==> config.mk <==
export PLATFORM = sky130hd
export DESIGN_NAME = cpo_cell
export DESIGN_NICKNAME = d
export VERILOG_FILES = /design/src/hw/rtl/cpo_pkg.sv /design/src/hw/rtl/cpo_cell.sv
export SDC_FILE = /design/constraint.sdc
export NUM_CORES = 2
export LEC_CHECK = 0
export ABC_CLOCK_PERIOD_IN_PS = 20800
export BUFFER_PORTS_ARGS = -buffer_cell sky130_fd_sc_hd__buf_2
export CORE_MARGIN = 1.5
export CORE_UTILIZATION = 56
export DETAILED_ROUTE_END_ITERATION = 12
export PLACE_DENSITY_LB_ADDON = 0.05
export SETUP_SLACK_MARGIN = 0.2
export SYNTH_ARGS = -nofsm -noshare
export SYNTH_HDL_FRONTEND = slang
export SYNTH_SLANG_ARGS = --single-unit
==> constraint.sdc <==
create_clock -name clk -period 20.8 [get_ports clk]
set_input_delay 2.08 -clock clk [delete_from_list [all_inputs] [get_ports clk]]
set_output_delay 2.08 -clock clk [all_outputs]
set_load 0.1 [all_outputs]
==> src/hw/rtl/cpo_pkg.sv <==
// Shared types and constants for the convex polygon overlap block.
`default_nettype none
package cpo_pkg;
  localparam int CoordW = 16;
  localparam int CrossW = 36;

  localparam logic [2:0] CauseNone   = 3'd0;
  localparam logic [2:0] CauseC2In1  = 3'd1;
  localparam logic [2:0] CauseC1In2  = 3'd2;
  localparam logic [2:0] CauseV2In1  = 3'd3;
  localparam logic [2:0] CauseV1In2  = 3'd4;

  localparam logic [1:0] StatusOk       = 2'd0;
  localparam logic [1:0] StatusEmpty    = 2'd1;
  localparam logic [1:0] StatusOverflow = 2'd2;

  typedef struct packed {
    logic signed [CoordW-1:0] y;
    logic signed [CoordW-1:0] x;
  } vertex_t;

  // Test point at doubled scale.
  typedef struct packed {
    logic signed [CoordW:0] y;
    logic signed [CoordW:0] x;
  } point_t;

  typedef struct packed {
    logic   valid;
    logic   outside;
    point_t pt;
  } probe_t;
endpackage
`default_nettype wire

==> src/hw/rtl/cpo_cell.sv <==
// One edge cell: holds one polygon edge and tests the passing point against it.
`default_nettype none
module cpo_cell (
  input  wire logic            clk,
  input  wire logic            rst,
  input  wire logic            load,
  input  wire cpo_pkg::vertex_t va,
  input  wire cpo_pkg::vertex_t vb,
  input  wire logic            en,
  input  wire cpo_pkg::probe_t pin,
  output cpo_pkg::probe_t      pout
);
  import cpo_pkg::*;

  logic signed [CoordW:0] ex2, ey2;  // doubled edge start
  logic signed [CoordW:0] lx, ly;    // edge vector
  logic signed [CoordW+1:0] ax, ay;
  logic signed [CrossW-1:0] cr;

  always_ff @(posedge clk) begin
    if (load) begin
      ex2 <= {va.x, 1'b0};
      ey2 <= {va.y, 1'b0};
      lx  <= {vb.x[CoordW-1], vb.x} - {va.x[CoordW-1], va.x};
      ly  <= {vb.y[CoordW-1], vb.y} - {va.y[CoordW-1], va.y};
    end
  end

  always_comb begin
    ax = {pin.pt.x[CoordW], pin.pt.x} - {ex2[CoordW], ex2};
    ay = {pin.pt.y[CoordW], pin.pt.y} - {ey2[CoordW], ey2};
    cr = CrossW'(ax * ly) - CrossW'(ay * lx);
  end

  always_ff @(posedge clk) begin
    if (rst) begin
      pout.valid <= 1'b0;
    end else if (en) begin
      pout.valid <= pin.valid;
    end
  end

  always_ff @(posedge clk) begin
    if (en) begin
      pout.pt      <= pin.pt;
      pout.outside <= pin.outside | (pin.valid & (cr > 0));
    end
  end
endmodule
`default_nettype wire

; After elaboration in Yosys (flattened, before gate mapping)
; Cells that the tools add are included.
[totals]
register_bits = 102
in_bits = 104
wordCells = 18
[classes]
n_addsub = 5
multipliers = 2
magnitude_cmp = 1
bitwise = 2
[op_table]
columns = operator, n
row1 = 18-bit by 17-bit multiplier with 35-bit output, 2
row2 = "36-bit by 1-bit greater-than comparator with 1-bit output, second input constant", 1
row3 = 17-bit by 17-bit subtractor with 18-bit output, 2
row4 = 35-bit by 35-bit subtractor with 36-bit output, 1
row5 = 16-bit by 16-bit subtractor with 17-bit output, 2
row6 = 1-bit bitwise AND, 1
row7 = 1-bit OR, 1

; Longest topological paths before layout
[logic_depth]
ltp_word = 6
ltp_mapped = 41
depth_no_buf = 39

; Least setup slack after synthesis
; Ideal clock, no wire load.
[synth_timing]
path_type = in2reg
startpoint = input port pin[1] in the netlist's numbering
endpoint = register pout[34] in the netlist's numbering (data pin)
arrival_ps = 11372
t_required_ps = 20548
path_slack_ps = 9176
path_stages = 40
path_buffers = 2
cell_sequence = inv_1 > ha_1 > fa_1 > nor2b_1 > o21ai_1 > a21boi_1 > o21ai_1 > a211o_1 > a311oi_1 > o21ai_1 > a21oi_1 > o22ai_1 > clkbuf_1 > and2_1 > ha_1 > inv_1 > fa_1 > fa_1 > [... 4 more ...] > fa_1 > inv_1 > fa_1 > inv_1 > fa_1 > inv_1 > ha_1 > clkbuf_1 > inv_1 > nor4_1 > inv_1 > a32o_1 > and4bb_2 > o2111a_1 > nand4_1 > or4_1 > nor2_1 > nor2_1
[synth_via]
elab_chain_len = 6
[synth_rtl]
columns = element, line_no
row1 = start: declaration, cpo_cell.sv:10  ; input wire cpo_pkg::probe_t pin,
row2 = 17-bit by 17-bit subtractor with 18-bit output, cpo_cell.sv:30  ; ax = {pin.pt.x[CoordW], pin.pt.x} - {ex2[CoordW], ex2};
row3 = 18-bit by 17-bit multiplier with 35-bit output, cpo_cell.sv:32  ; cr = CrossW'(ax * ly) - CrossW'(ay * lx);
row4 = 35-bit by 35-bit subtractor with 36-bit output, cpo_cell.sv:32
row5 = 36-bit by 1-bit greater-than comparator with 1-bit output, cpo_cell.sv:46  ; pout.outside <= pin.outside | (pin.valid & (cr > 0));
row6 = 1-bit bitwise AND, cpo_cell.sv:46
row7 = 1-bit OR, cpo_cell.sv:46
row8 = end: declaration, cpo_cell.sv:11  ; output cpo_pkg::probe_t pout
; No other way between the ends.
; A chain may end at the register's enable or synchronous reset.

; Worst setup path after layout
; Ends and elaborated chain as after synthesis.

==> metrics list <==
* Result of the run: finished, final reports clean
- After filler insertion, the fill cell instance count of the layout stands at 4671.
* Average wire per cell in the routed design: 21.2 um
- Post-layout nets: 4256
* Post-Syn Area per Cell: 9.54 um^2
- On the critical path, the stage with the largest delay is an instance of sky130_fd_sc_hd__fa_1.
* Post-CTS Hold Buffers: 0
- Measured on the finished design, the core utilization comes to 60.3%.
- Area delta synth->final: 5.73%
* Residual DRC: 0
* Worst-margin pin slew: 1.25 ns
* Data arrival time of the critical path: 12.39 ns
- Cell area after placement: 31600 um^2
* Die X-Extent: 235 um
- Overflow left after global routing: 0
- The most used flip-flop cell after synthesis is sky130_fd_sc_hd__edfxtp_1.
- Vias after detailed routing: 21500
- The region available for standard cell placement spans 52900 um^2.
- The cell sitting at the root of the clock tree is a sky130_fd_sc_hd__clkbuf_16.
- The multi-input combinational cells in the finished layout cover a total of 23500 um^2.
- Setup repair after global routing missed its margin: no
- The synthesized netlist devotes 2.30% of its cell area to XOR and XNOR gates.
- After detailed routing, the number of vias per cell comes to 5.46.
- After synthesis, the share of cell area in mux cells is 0.349%.
- Max-capacitance violation count: 0
- Clock H-tree levels: 3
- Area fraction in compound gates after synthesis: 5.53%
- Post-synthesis share of cell area spent on full adders, half adders and majority gates: 55.0%
- Counting along the longest clock path gives a buffer depth of 2.
- STA classifies the critical path startpoint as an input pin.
- Hold Crit Class: register to register
* Cell area after technology mapping: 30100 um^2
- After synthesis, the share of flip-flops with an asynchronous set or reset is 0%.
* Global-route wire length before repair: 133 mm
- Clock transition time at the flip-flop clock pins of the worst setup and hold paths: 0.08 ns
- For this block, the initial DRC count from the detailed router was 1367.
* Worst Path Max Fanout: 25
- The total count of max-transition violations in the final report is 0.
- After Yosys synthesis, and, or, nand and nor cells account for 14.8% of the synthesized area.
- Via count of the first global-routing pass: 24000
* Post-DRT Antenna Nets: 0
* Fraction of synthesized cell area taken by the top area cell type: 45.8%
- The initial utilization of the core area, before any placement, comes to 57.0%.
- Top-level port count: 140
- Biggest cell delay along the critical path: 0.75 ns
* Count of mapped cells out of synthesis: 3158
* Share of the clock period used by the worst path after layout: 58.9%
* Last weighted congestion value of the routability-driven placer: 0.936
- Combinational family with the most area after synthesis: adder cells
- The Yosys step of the flow raised 0 warnings.
- The clock net in this run drives a total of 102 sinks.
* Area leader, netlist: sky130_fd_sc_hd__fa_1
* Number of buffers inserted during clock tree synthesis: 9
- Data required, critical path: 20.94 ns
* Largest clock skew in the final design: 0.0113 ns
- Synth top area cells: sky130_fd_sc_hd__fa_1 46%, sky130_fd_sc_hd__inv_1 10%, sky130_fd_sc_hd__edfxtp_1 10%, sky130_fd_sc_hd__ha_1 9.2%, sky130_fd_sc_hd__and2_1 5.1%
- The pre-antenna-repair detailed-routing pass consisted of 5 iterations.
- Yosys mapped a number of flops with a built-in enable equal to 101.
- DRT Wirelength: 83.4 mm
- Insertion delay to the later sink of the worst-skew pair: 0.38 ns
* Post-route design area: 31900 um^2
- Entering global routing, the biggest net connects 65 pins.
- The repair_antennas step left the layout with diodes totalling 0.
- Timing-limited maximum frequency: 81.6 MHz
* Most used cells in the layout excluding fill and tap cells: 835 x sky130_fd_sc_hd__inv_1, 690 x sky130_fd_sc_hd__fa_1, 301 x sky130_fd_sc_hd__nand2_1, 245 x sky130_fd_sc_hd__and2_1, 221 x sky130_fd_sc_hd__ha_1
* Sort of element at the end of the critical path: register
- Resized Gates After CTS: 0
* Sequential element share of the synthesized area: 10.1%
- Finish-stage setup viols: 0
- Antenna violations before repair: 1
* Hold violation count in the final report: 0
- By startpoint and endpoint, the worst setup path is classified as input pin to register.
* TritonCTS clock tree: yes
- Synthesis produced a netlist with a net count of 4173.
- Measured along the y axis, the die boundary spans 235 um.
- In this run the tightest slew margin relative to its limit is 16.5%.
- After legalization and detailed placement, the total HPWL measured 69.8 mm.
- The post-route netlist has 6.72% of its cells at a drive strength greater than 1.
- Post-CTS Repair Setup Buffers: 0
- The smallest clock period supported by the final layout is computed as 12.25 ns.
- In the final layout, flip-flops and latches occupy 3050 um^2.
- The die covers 55200 um^2.
- After routing, the total negative slack on setup checks comes to 0 ns.
- Counting flops and latches in the post-synthesis netlist gives 102.
- Most common cell after layout, fill and taps aside: sky130_fd_sc_hd__inv_1
* Global-route usage over all layers: 31.9%
- Critical Path Most Common Cell: sky130_fd_sc_hd__inv_1
- Std cell rows: 84
- Port Buffer Count: 139
- Number of distinct library cells after synthesis: 85
[cell families after synthesis]
kind of cell / count (synthesis)
multiplexers: 9
XOR/XNOR: 79
buffers and inverters: 941
adder cells (fa/ha/maj): 911
AND/OR/NAND/NOR: 880
flip-flops: 102
AO/OA/AOI/OAI: 236
[cells in the mapped netlist, drive strengths merged (47+ instances only)]
master / n
nor2: 85
nand2: 301
nand3: 47
inv: 836
nor2b: 79
a21oi: 54
edfxtp: 101
clkbuf: 91
o21ai: 49
and2: 245
fa: 690
ha: 221
xnor2: 59
[path summary, 6_finish.rpt]
check | from | to | slack [ns] | depth (start not counted)
max | pin[1] | pout[34]$_DFFE_PP_ | 8.55 | 40
min | pout[35]$_SDFFE_PP0P_ | pout[35]$_SDFFE_PP0P_ | 0.51 | 2
max reg2reg | ex2[1]$_DFFE_PP_ | pout[34]$_DFFE_PP_ | 9.99 | 38
min reg2reg | pout[35]$_SDFFE_PP0P_ | pout[35]$_SDFFE_PP0P_ | 0.51 | 2
[routing by layer]
layer	track usage (%)	part of all wire (%)
met5	0	0
met4	11.6	4.1
met3	3.92	5.2
met2	57.1	51
met1	39.5	40
[state kept, by name, indices dropped and copies added (netlist names)]
name / count
ly: 17
ey2: 16
pout: 36
ex2: 16
lx: 17
[through the flow]
| step | setup slack, ns | hold WS (ns) | std cells |
|---|---|---|---|
| finish | 8.55 | 0.512 | 3933 |
| global route | 7.81 | 0.558 | 3933 |
| detailed placement | 8.21 | 0.498 | 3918 |
| CTS | 8.57 | 0.517 | 3933 |
| global placement | 8.32 | 0.474 | 3918 |
| floorplan | 9.18 | 0.971 | 3158 |
[area by class of cell]
class / instances / area share (%)
Tap cell: 688 / 2.70
Clock inverter: 6 / 0.173
Sequential cell: 102 / 9.58
Inverter: 837 / 9.86
Timing Repair Buffer: 176 / 3.06
Clock buffer: 9 / 0.707
Multi-Input combinational cell: 2115 / 73.9
[critical path, delay by kind of cell]
family	cells	cell delay, ns
adders and majority gates	11	5.36
and+or+nand+nor	8	1.87
AOI/OAI and AO/OA	10	1.97
buffers and inverters	11	1.08
Power is left out: the tool's default activity adds up to more than one toggle a clock period on the data nets, which glitch-free logic cannot reach.
